==> config.mk <==
export PLATFORM = sky130hd
export DESIGN_NAME = md4_message_digest_top
export DESIGN_NICKNAME = d
export VERILOG_FILES = /design/src/rtl/md4_pkg.sv /design/src/rtl/md4_front.sv /design/src/rtl/md4_blkq.sv /design/src/rtl/md4_back.sv /design/src/rtl/md4_message_digest_top.sv
export SDC_FILE = /design/constraint.sdc
export NUM_CORES = 2
export LEC_CHECK = 0
export BUFFER_PORTS_ARGS = -buffer_cell sky130_fd_sc_hd__buf_2
export CAP_MARGIN = 10
export CORE_MARGIN = 3
export CORE_UTILIZATION = 25
export CTS_CLUSTER_SIZE = 8
export DETAILED_ROUTE_END_ITERATION = 8
export HOLD_SLACK_MARGIN = 0.05
export PLACE_DENSITY_LB_ADDON = 0.1
export SKIP_LAST_GASP = 1
export SYNTH_ARGS = -nofsm -noshare
export SYNTH_HDL_FRONTEND = slang
export SYNTH_HIERARCHICAL = 1
export SYNTH_SLANG_ARGS = --single-unit
==> constraint.sdc <==
create_clock -name clk -period 7.9 [get_ports clk]
set_input_delay 0.79 -clock clk [delete_from_list [all_inputs] [get_ports clk]]
set_output_delay 0.79 -clock clk [all_outputs]
set_load 0.05 [all_outputs]
==> src/rtl/md4_pkg.sv <==
`timescale 1ns / 1ps
// Package for the MD4 digest block: payload structs, block queue links,
// MD4 constants and the small step functions. No dependencies.
package md4_pkg;

    typedef logic [31:0] word_t;

    typedef struct packed {
        logic [7:0] data_byte;
        logic       has_byte;
        logic       last;
    } md4_in_t;

    typedef struct packed {
        logic [31:0] digest_word;
        logic [1:0]  word_index;
        logic        last_word;
    } md4_out_t;

    // front -> block queue: word write and block push
    typedef struct packed {
        logic       we;
        logic       push;
        logic       final_blk;
        logic [3:0] idx;
        word_t      data;
    } blk_wr_t;

    // block queue -> front and back
    typedef struct packed {
        logic full;
        logic ready_blk;
        logic final_blk;
    } blk_stat_t;

    // back -> block queue: word read and block release
    typedef struct packed {
        logic       pop;
        logic [3:0] idx;
    } blk_rd_t;

    localparam word_t IV_A     = 32'h6745_2301;
    localparam word_t IV_B     = 32'hefcd_ab89;
    localparam word_t IV_C     = 32'h98ba_dcfe;
    localparam word_t IV_D     = 32'h1032_5476;
    localparam word_t K_ROUND2 = 32'h5a82_7999;
    localparam word_t K_ROUND3 = 32'h6ed9_eba1;
    localparam logic [7:0] PAD_MARK = 8'h80;

    localparam logic [5:0] LAST_STEP   = 6'd47;
    localparam logic [5:0] LEN_POS     = 6'd56;
    localparam logic [3:0] LAST_WORD   = 4'd15;
    localparam logic [3:0] LEN_LO_WORD = 4'd14;

    localparam logic [1:0] STAGE_R1 = 2'd0;
    localparam logic [1:0] STAGE_R2 = 2'd1;
    localparam logic [1:0] STAGE_R3 = 2'd2;

    function automatic word_t rotl32(input word_t v, input logic [4:0] s);
        logic [63:0] dbl;
        dbl = {v, v} << s;
        return dbl[63:32];
    endfunction

    function automatic word_t bswap32(input word_t v);
        return {v[7:0], v[15:8], v[23:16], v[31:24]};
    endfunction

    // message word used by a step: straight, column order, bit-reversed order
    function automatic logic [3:0] msg_index(input logic [5:0] step);
        logic [3:0] j;
        logic [3:0] r;
        j = step[3:0];
        unique case (step[5:4])
            STAGE_R1: r = j;
            STAGE_R2: r = {j[1:0], j[3:2]};
            STAGE_R3: r = {j[0], j[1], j[2], j[3]};
            default:  r = j;
        endcase
        return r;
    endfunction

    function automatic logic [4:0] shift_amt(input logic [5:0] step);
        logic [4:0] s;
        unique case ({step[5:4], step[1:0]})
            {STAGE_R1, 2'd0}: s = 5'd3;
            {STAGE_R1, 2'd1}: s = 5'd7;
            {STAGE_R1, 2'd2}: s = 5'd11;
            {STAGE_R1, 2'd3}: s = 5'd19;
            {STAGE_R2, 2'd0}: s = 5'd3;
            {STAGE_R2, 2'd1}: s = 5'd5;
            {STAGE_R2, 2'd2}: s = 5'd9;
            {STAGE_R2, 2'd3}: s = 5'd13;
            {STAGE_R3, 2'd0}: s = 5'd3;
            {STAGE_R3, 2'd1}: s = 5'd9;
            {STAGE_R3, 2'd2}: s = 5'd11;
            {STAGE_R3, 2'd3}: s = 5'd15;
            default:          s = 5'd3;
        endcase
        return s;
    endfunction

    function automatic word_t round_fn(input logic [1:0] stage, input word_t b,
                                       input word_t c, input word_t d);
        word_t f;
        unique case (stage)
            STAGE_R1: f = (b & c) | (~b & d);
            STAGE_R2: f = (b & c) | (b & d) | (c & d);
            default:  f = b ^ c ^ d;
        endcase
        return f;
    endfunction

    function automatic word_t round_const(input logic [1:0] stage);
        word_t k;
        unique case (stage)
            STAGE_R1: k = '0;
            STAGE_R2: k = K_ROUND2;
            default:  k = K_ROUND3;
        endcase
        return k;
    endfunction

    // keep the message bytes below the pad mark
    function automatic word_t pad_keep(input logic [1:0] lane);
        word_t m;
        unique case (lane)
            2'd0: m = 32'h0000_0000;
            2'd1: m = 32'h0000_00ff;
            2'd2: m = 32'h0000_ffff;
            2'd3: m = 32'h00ff_ffff;
            default: m = 32'h0000_0000;
        endcase
        return m;
    endfunction

endpackage

==> src/rtl/md4_front.sv <==
`timescale 1ns / 1ps
// Front end: packs message bytes into little-endian words, pushes full
// blocks and writes padding and bit length. Depends on md4_pkg.
module md4_front
    import md4_pkg::*;
(
    input  logic      clk,
    input  logic      rst_n,
    input  logic      in_valid,
    output logic      in_ready,
    input  md4_in_t   in_data,
    input  blk_stat_t q_stat,
    output blk_wr_t   q_wr
);

    localparam logic [0:0] F_IDLE = 1'b0;
    localparam logic [0:0] F_PAD  = 1'b1;

    logic [0:0]  state_reg, state_next;
    logic [60:0] count_reg, count_next;
    word_t       word_reg, word_next;
    logic [3:0]  pad_w_reg, pad_w_next;
    logic        pad_first_reg, pad_first_next;
    logic        pad_len_reg, pad_len_next;

    logic        acc;
    logic [1:0]  lane;
    word_t       word_ins;
    logic [60:0] count_inc;
    logic [60:0] count_end;
    word_t       pad_word;

    assign in_ready  = (state_reg == F_IDLE) && !q_stat.full;
    assign acc       = in_valid && in_ready;
    assign lane      = count_reg[1:0];
    assign count_inc = count_reg + 61'd1;
    assign count_end = in_data.has_byte ? count_inc : count_reg;

    always_comb
    begin
        word_ins = word_reg;
        word_ins[{lane, 3'b000} +: 8] = in_data.data_byte;
    end

    always_comb
    begin
        if (pad_first_reg)
            pad_word = (word_reg & pad_keep(lane)) | (word_t'(PAD_MARK) << {lane, 3'b000});
        else if (pad_len_reg && pad_w_reg == LEN_LO_WORD)
            pad_word = {count_reg[28:0], 3'b000};
        else if (pad_len_reg && pad_w_reg == LAST_WORD)
            pad_word = count_reg[60:29];
        else
            pad_word = '0;
    end

    always_comb
    begin
        state_next     = state_reg;
        count_next     = count_reg;
        word_next      = word_reg;
        pad_w_next     = pad_w_reg;
        pad_first_next = pad_first_reg;
        pad_len_next   = pad_len_reg;
        q_wr           = '0;

        unique case (state_reg)
            F_IDLE:
            begin
                if (acc && in_data.has_byte)
                begin
                    word_next  = word_ins;
                    count_next = count_inc;
                    if (lane == 2'd3)
                    begin
                        q_wr.we   = 1'b1;
                        q_wr.idx  = count_reg[5:2];
                        q_wr.data = word_ins;
                        q_wr.push = (count_reg[5:2] == LAST_WORD);
                    end
                end
                if (acc && in_data.last)
                begin
                    state_next     = F_PAD;
                    pad_w_next     = count_end[5:2];
                    pad_first_next = 1'b1;
                    pad_len_next   = (count_end[5:0] < LEN_POS);
                end
            end
            F_PAD:
            begin
                if (!q_stat.full)
                begin
                    q_wr.we        = 1'b1;
                    q_wr.idx       = pad_w_reg;
                    q_wr.data      = pad_word;
                    pad_first_next = 1'b0;
                    pad_w_next     = pad_w_reg + 4'd1;
                    if (pad_w_reg == LAST_WORD)
                    begin
                        q_wr.push      = 1'b1;
                        q_wr.final_blk = pad_len_reg;
                        pad_len_next   = 1'b1;
                        if (pad_len_reg)
                        begin
                            state_next = F_IDLE;
                            count_next = '0;
                        end
                    end
                end
            end
            default: state_next = F_IDLE;
        endcase
    end

    always_ff @(posedge clk or negedge rst_n)
    begin
        if (!rst_n)
        begin
            state_reg     <= F_IDLE;
            count_reg     <= '0;
            pad_first_reg <= 1'b0;
            pad_len_reg   <= 1'b0;
            pad_w_reg     <= '0;
        end
        else
        begin
            state_reg     <= state_next;
            count_reg     <= count_next;
            pad_first_reg <= pad_first_next;
            pad_len_reg   <= pad_len_next;
            pad_w_reg     <= pad_w_next;
        end
    end

    always_ff @(posedge clk)
    begin
        word_reg <= word_next;
    end

endmodule

==> src/rtl/md4_blkq.sv <==
`timescale 1ns / 1ps
// Two-slot block queue between front and back: sixteen words per slot
// plus a final-block flag. Depends on md4_pkg.
module md4_blkq
    import md4_pkg::*;
(
    input  logic      clk,
    input  logic      rst_n,
    input  blk_wr_t   q_wr,
    input  blk_rd_t   q_rd,
    output blk_stat_t q_stat,
    output word_t     rd_word
);

    word_t      words_reg [2][16];
    logic [1:0] valid_reg, valid_next;
    logic [1:0] final_reg, final_next;
    logic       head_reg, head_next;
    logic       tail_reg, tail_next;

    assign q_stat.full      = &valid_reg;
    assign q_stat.ready_blk = valid_reg[head_reg];
    assign q_stat.final_blk = final_reg[head_reg];
    assign rd_word          = words_reg[head_reg][q_rd.idx];

    always_comb
    begin
        valid_next = valid_reg;
        final_next = final_reg;
        head_next  = head_reg;
        tail_next  = tail_reg;
        if (q_wr.push)
        begin
            valid_next[tail_reg] = 1'b1;
            final_next[tail_reg] = q_wr.final_blk;
            tail_next            = ~tail_reg;
        end
        if (q_rd.pop)
        begin
            valid_next[head_reg] = 1'b0;
            head_next            = ~head_reg;
        end
    end

    always_ff @(posedge clk or negedge rst_n)
    begin
        if (!rst_n)
        begin
            valid_reg <= '0;
            final_reg <= '0;
            head_reg  <= 1'b0;
            tail_reg  <= 1'b0;
        end
        else
        begin
            valid_reg <= valid_next;
            final_reg <= final_next;
            head_reg  <= head_next;
            tail_reg  <= tail_next;
        end
    end

    always_ff @(posedge clk)
    begin
        if (q_wr.we)
            words_reg[tail_reg][q_wr.idx] <= q_wr.data;
    end

endmodule

==> src/rtl/md4_back.sv <==
`timescale 1ns / 1ps
// Back end: 48-step MD4 compression, one step per cycle, chaining value
// and digest word output. Depends on md4_pkg.
module md4_back
    import md4_pkg::*;
(
    input  logic      clk,
    input  logic      rst_n,
    input  blk_stat_t q_stat,
    input  word_t     rd_word,
    output blk_rd_t   q_rd,
    output logic      out_valid,
    input  logic      out_ready,
    output md4_out_t  out_data
);

    localparam logic [1:0] B_IDLE = 2'd0;
    localparam logic [1:0] B_RUN  = 2'd1;
    localparam logic [1:0] B_ADD  = 2'd2;
    localparam logic [1:0] B_OUT  = 2'd3;

    logic [1:0] state_reg, state_next;
    logic [5:0] step_reg, step_next;
    logic [1:0] k_reg, k_next;
    word_t      cv_reg [4];
    word_t      cv_next [4];
    word_t      a_reg, b_reg, c_reg, d_reg;
    word_t      a_next, b_next, c_next, d_next;
    word_t      sum;

    assign sum      = a_reg + round_fn(step_reg[5:4], b_reg, c_reg, d_reg)
                    + rd_word + round_const(step_reg[5:4]);

    assign out_valid            = (state_reg == B_OUT);
    assign out_data.digest_word = bswap32(cv_reg[k_reg]);
    assign out_data.word_index  = k_reg;
    assign out_data.last_word   = (k_reg == 2'd3);

    always_comb
    begin
        state_next = state_reg;
        step_next  = step_reg;
        k_next     = k_reg;
        cv_next    = cv_reg;
        a_next     = a_reg;
        b_next     = b_reg;
        c_next     = c_reg;
        d_next     = d_reg;
        q_rd.idx   = msg_index(step_reg);
        q_rd.pop   = 1'b0;

        unique case (state_reg)
            B_IDLE:
            begin
                if (q_stat.ready_blk)
                begin
                    a_next     = cv_reg[0];
                    b_next     = cv_reg[1];
                    c_next     = cv_reg[2];
                    d_next     = cv_reg[3];
                    step_next  = '0;
                    state_next = B_RUN;
                end
            end
            B_RUN:
            begin
                a_next    = d_reg;
                d_next    = c_reg;
                c_next    = b_reg;
                b_next    = rotl32(sum, shift_amt(step_reg));
                step_next = step_reg + 6'd1;
                if (step_reg == LAST_STEP)
                    state_next = B_ADD;
            end
            B_ADD:
            begin
                cv_next[0] = cv_reg[0] + a_reg;
                cv_next[1] = cv_reg[1] + b_reg;
                cv_next[2] = cv_reg[2] + c_reg;
                cv_next[3] = cv_reg[3] + d_reg;
                q_rd.pop   = 1'b1;
                k_next     = '0;
                state_next = q_stat.final_blk ? B_OUT : B_IDLE;
            end
            B_OUT:
            begin
                if (out_ready)
                begin
                    k_next = k_reg + 2'd1;
                    if (k_reg == 2'd3)
                    begin
                        cv_next[0] = IV_A;
                        cv_next[1] = IV_B;
                        cv_next[2] = IV_C;
                        cv_next[3] = IV_D;
                        state_next = B_IDLE;
                    end
                end
            end
            default: state_next = B_IDLE;
        endcase
    end

    always_ff @(posedge clk or negedge rst_n)
    begin
        if (!rst_n)
        begin
            state_reg <= B_IDLE;
            step_reg  <= '0;
            k_reg     <= '0;
            cv_reg[0] <= IV_A;
            cv_reg[1] <= IV_B;
            cv_reg[2] <= IV_C;
            cv_reg[3] <= IV_D;
        end
        else
        begin
            state_reg <= state_next;
            step_reg  <= step_next;
            k_reg     <= k_next;
            cv_reg    <= cv_next;
        end
    end

    always_ff @(posedge clk)
    begin
        a_reg <= a_next;
        b_reg <= b_next;
        c_reg <= c_next;
        d_reg <= d_next;
    end

endmodule

==> src/rtl/md4_message_digest_top.sv <==
`timescale 1ns / 1ps
// Top level of the MD4 digest block: front end, two-slot block queue and
// compression back end. Depends on md4_pkg, md4_front, md4_blkq, md4_back.
//
//  channel | direction | handshake            | payload
//  --------+-----------+----------------------+--------------------------------
//  in      | input     | in_valid / in_ready  | md4_in_t  (data_byte,has_byte,last)
//  out     | output    | out_valid/out_ready  | md4_out_t (digest_word,word_index,
//          |           |                      |            last_word)
//
// Flow: the front takes one byte transaction per cycle while a block slot
// is free. The back handles a block in order (load, 48 MD4 steps on one
// shared step unit, chaining add) and finishes before the next block is
// full, so the sustained rate is one byte per cycle outside padding and
// output stalls. A last transaction holds the input while the padding
// words go into the queue (one word per cycle, from the open word up to
// word 15, plus 16 more when the length spills into a second block), longer
// while both slots are taken; the digest follows as four output transactions
// after the final block is compressed.
// Reset: asynchronous, active low; the chaining value returns to the MD4
// initial values and both queue slots are empty. No clearing pass.
// Stalls: a stall on out holds the back end; the front keeps filling the
// queue until both slots are taken, then drops in_ready.
module md4_message_digest_top
    import md4_pkg::*;
(
    input  logic     clk,
    input  logic     rst_n,
    input  logic     in_valid,
    output logic     in_ready,
    input  md4_in_t  in_data,
    output logic     out_valid,
    input  logic     out_ready,
    output md4_out_t out_data
);

    blk_wr_t   q_wr;
    blk_rd_t   q_rd;
    blk_stat_t q_stat;
    word_t     rd_word;

    // accept bytes, pack words, write padding and length
    md4_front u_front (
        .clk      (clk),
        .rst_n    (rst_n),
        .in_valid (in_valid),
        .in_ready (in_ready),
        .in_data  (in_data),
        .q_stat   (q_stat),
        .q_wr     (q_wr)
    );

    // hold up to two finished blocks between the two sides
    md4_blkq u_blkq (
        .clk     (clk),
        .rst_n   (rst_n),
        .q_wr    (q_wr),
        .q_rd    (q_rd),
        .q_stat  (q_stat),
        .rd_word (rd_word)
    );

    // compress blocks, advance the chaining value, emit the digest
    md4_back u_back (
        .clk       (clk),
        .rst_n     (rst_n),
        .q_stat    (q_stat),
        .rd_word   (rd_word),
        .q_rd      (q_rd),
        .out_valid (out_valid),
        .out_ready (out_ready),
        .out_data  (out_data)
    );

endmodule

==> metrics.txt <==
# TYPE chip_impl_metric gauge
chip_impl_metric{name="preCtsSetupSlack",unit="ps"} 79.12
chip_impl_metric{name="firstDrtPassIters",unit=""} 5
chip_impl_metric{name="n_fill_cell",unit=""} 28722
chip_impl_metric{name="ctsLongestPathBuffers",unit=""} 3
chip_impl_metric{name="cts_buffers",unit=""} 197
chip_impl_metric{name="total_count_of_hold_check_failures_in_the_final_report",unit=""} 0
chip_impl_metric{name="vias",unit=""} 48054
chip_impl_info{name="netlist_top_cells_area",value="edfxtp_1 (50%), mux2i_1 (7.5%), dfrtp_1 (5.2%)"} 1
chip_impl_metric{name="die_x",unit="um"} 538.0
chip_impl_metric{name="grt_remaining_overflow",unit=""} 0
chip_impl_metric{name="period_needed",unit="ps"} 7423
chip_impl_metric{name="tns",unit="ps"} 0
chip_impl_info{name="worst_setup_path_end_kind",value="register"} 1
chip_impl_metric{name="post-dp-hpwl",unit="um"} 172700
chip_impl_metric{name="synthesis.area",unit="um^2"} 70750
chip_impl_metric{name="global_routing_usage_summed_across_all_routing_layers",unit="%"} 17.91
chip_impl_metric{name="tritoncts_num_sinks",unit=""} 1396
chip_impl_metric{name="final_antenna_net_count",unit=""} 0
chip_impl_metric{name="share_of_cells_above_drive_strength_1",unit="%"} 12.24
chip_impl_metric{name="final.period_utilization",unit="%"} 93.96
chip_impl_metric{name="numPortBuffers",unit=""} 50
chip_impl_metric{name="wire_per_inst",unit="um"} 27.17
chip_impl_metric{name="area.growth.synth_to_final",unit="%"} 16.48
chip_impl_metric{name="synth_top_area_share",unit="%"} 50.25
chip_impl_info{name="min_path_type",value="in -> reg"} 1
chip_impl_info{name="most_frequent_standard_cell_in_the_layout_excluding_fill_and_tap_cells",value="edfxtp_1"} 1
chip_impl_info{name="criticalPathCategory",value="reg -> reg"} 1
chip_impl_metric{name="gp_routability_congestion",unit=""} 0.8304
chip_impl_metric{name="initial_core_utilization",unit="%"} 25.21
chip_impl_metric{name="design.core.area",unit="um^2"} 280600
chip_impl_metric{name="grt_start_max_net_pins",unit=""} 122
chip_impl_metric{name="wl",unit="um"} 263600
chip_impl_metric{name="ys_ff_latch",unit=""} 1396
chip_impl_metric{name="timing.max_cap.violations",unit=""} 0
chip_impl_metric{name="synthesis.area_per_instance",unit="um^2"} 12.31
chip_impl_metric{name="antenna_found_initial",unit=""} 16
chip_impl_metric{name="report.final.setup_viol",unit=""} 0
chip_impl_info{name="rsz0062_at_grt",value="no"} 1
chip_impl_info{name="tritoncts",value="built"} 1
chip_impl_info{name="most-common-layout-cells",value="edfxtp_1 (1,184), mux2i_1 (527), nand2_1 (477), a21oi_1 (375), o21ai_0 (317)"} 1
chip_impl_metric{name="synth-warning-count",unit=""} 6
chip_impl_metric{name="grt_pass1_wl",unit="um"} 373800
chip_impl_metric{name="finalCoreUtilization",unit="%"} 29.37
chip_impl_info{name="ys_dominant_reg_cell",value="edfxtp_1"} 1
chip_impl_metric{name="maxSlewViolCount",unit=""} 0
chip_impl_metric{name="placementRows",unit=""} 194
chip_impl_metric{name="critPathRequiredTime",unit="ps"} 8450
chip_impl_metric{name="htree_num_levels",unit=""} 4
chip_impl_metric{name="ys_types",unit=""} 113
chip_impl_metric{name="first_global_vias",unit=""} 48384
chip_impl_metric{name="dieArea",unit="um^2"} 289400
chip_impl_metric{name="ys_async_rst_share",unit="%"} 15.19
chip_impl_metric{name="io_pins",unit=""} 51
chip_impl_metric{name="drc",unit=""} 0
chip_impl_info{name="ctsRootBufferMaster",value="clkbuf_16"} 1
chip_impl_metric{name="postLayoutSetupSlackWorst",unit="ps"} 477.1
chip_impl_metric{name="syn_inst",unit=""} 5746
chip_impl_info{name="synthDominantAreaCellType",value="edfxtp_1"} 1
chip_impl_info{name="run_status",value="finished, final reports clean"} 1
chip_impl_metric{name="insertion_delay",unit="ps"} 860
chip_impl_metric{name="number_of_flops_mapped_to_enable_cells_by_yosys",unit=""} 1184
chip_impl_metric{name="worst_slew_margin_rel",unit="%"} 17.56
chip_impl_metric{name="fmax",unit="MHz"} 134.7
chip_impl_info{name="startpoint_kind_of_the_worst_setup_timing_path",value="register"} 1
chip_impl_metric{name="fin_hold_ws",unit="ps"} 379.7
chip_impl_metric{name="avgViaCountPerCell",unit=""} 4.955
chip_impl_metric{name="final.setup_skew",unit="ps"} 75.68
chip_impl_metric{name="dr.first_iter.drc_count",unit=""} 3889
chip_impl_metric{name="worst-path-max-fanout",unit=""} 18
chip_impl_metric{name="post_synth_net_total",unit=""} 6032
chip_impl_metric{name="final_net_count",unit=""} 6177
chip_impl_metric{name="cts.reportedPaths.clkPinSlew",unit="ps"} 60
chip_impl_metric{name="ys_seq_area_share",unit="%"} 57.86
chip_impl_metric{name="largest_reg_flops",unit=""} 1024
chip_impl_metric{name="critical_path_arrival",unit="ps"} 7970
chip_impl_metric{name="die-height",unit="um"} 538.0
chip_impl_metric{name="transition_time_at_the_pin_with_the_least_slew_margin",unit="ps"} 1205
worst max-delay path: stages (launching register included):
cell,delay [ps]
dfrtp_2,470
inv_1,190
ha_2,370
nor2_1,120
a21oi_1,70
buf_4,190
and2b_4,470
buf_12,250
buf_4,190
a22o_1,140
nor3_1,50
a31oi_1,270
nand3_1,330
inv_1,260
fa_1,450
fa_1,540
inv_1,50
ha_1,480
nand2_1,180
a21oi_1,190
nor2_1,60
a31oi_1,400
o21ai_0,350
nand3_1,230
a31oi_1,140
or3_1,400
a22o_1,190
per-stage QoR:
stage                     cell area [um^2]  cells
after floorplan                      70750   5746
after global placement               76670   9412
after detailed placement             76670   9412
after CTS                            82330   9691
after global routing                 82400   9695
final                                82410   9699
cell type report:
class                   instances  area (um^2)  area share (%)
flip-flops and latches       1396        40940           49.68
clock buffers                 258         5240           6.358
well taps                    3724         4659           5.654
inverters                     312         1177           1.429
diodes                          5        12.51         0.01518
clock inverters                20        404.1          0.4904
repair buffers                254         2190           2.657
multi-input cells            3730        27790           33.72
routing by layer:
metal  global-route usage (%)  up-vias  wire (um)
met3                    2.083      249       9608
met1                    25.17    24801     123400
met4                    3.822        0       4717
met5                        0        -          0
li1                         -    21981          -
met2                    29.61     1023     125800
final timing paths:
path                                                 start                               end  slack, ps  cells past startpoint
setup reg to reg            u_back/step_reg[5]$_DFFE_PN0P_         u_back/b_reg[1]$_DFFE_PP_        480                     26
min in group asynchronous                            rst_n     u_back/cv_reg[40]$_DFFE_PN0P_        500                      2
hold / removal                                  in_data[0]  u_front/pad_w_reg[3]$_DFFE_PN0P_        380                      4
max in group asynchronous                            rst_n  u_front/count_reg[9]$_DFFE_PN0P_       6070                      3
setup / recovery            u_back/step_reg[5]$_DFFE_PN0P_         u_back/b_reg[1]$_DFFE_PP_        480                     26
hold reg to reg            u_blkq/final_reg[1]$_DFFE_PN0P_   u_blkq/final_reg[1]$_DFFE_PN0P_        500                      1
cell families (layout without fill, tap and decap cells):
kind of cell	after synthesis	in the layout	synth area share [%]
AOI/OAI and AO/OA	1458	1458	13.52
DFF	1396	1396	57.86
and+or+nand+nor	1288	1289	8.584
buffers and inverters	621	844	3.813
muxes	575	575	8.766
adders and majority gates	272	272	5.776
xor gates and xnor gates	136	136	1.684
other	0	5	0
synth_stat cells (all sizes together), types with 98 or more instances:
master and instances:
a21o 98, buf 134, o21ai 336, nor3 103, edfxtp 1184, mux2i 527
dfrtp 148, nor2 252, nand2 480, clkbuf 175, inv 310, a22oi 118
nand3 175, a21oi 380, ha 181
timing repair:
| action | CTS | global route |
|---|---|---|
| endpoints found under the setup margin | 0 | 29 |
| endpoints found under the hold margin | 21 | 0 |
| hold buffers | 1 | 0 |
| gates resized for setup | 0 | 9 |
| buffers inserted | 0 | 2 |
Power is left out: the tool's default activity adds up to more than one toggle a clock period on the data nets, which glitch-free logic cannot reach.
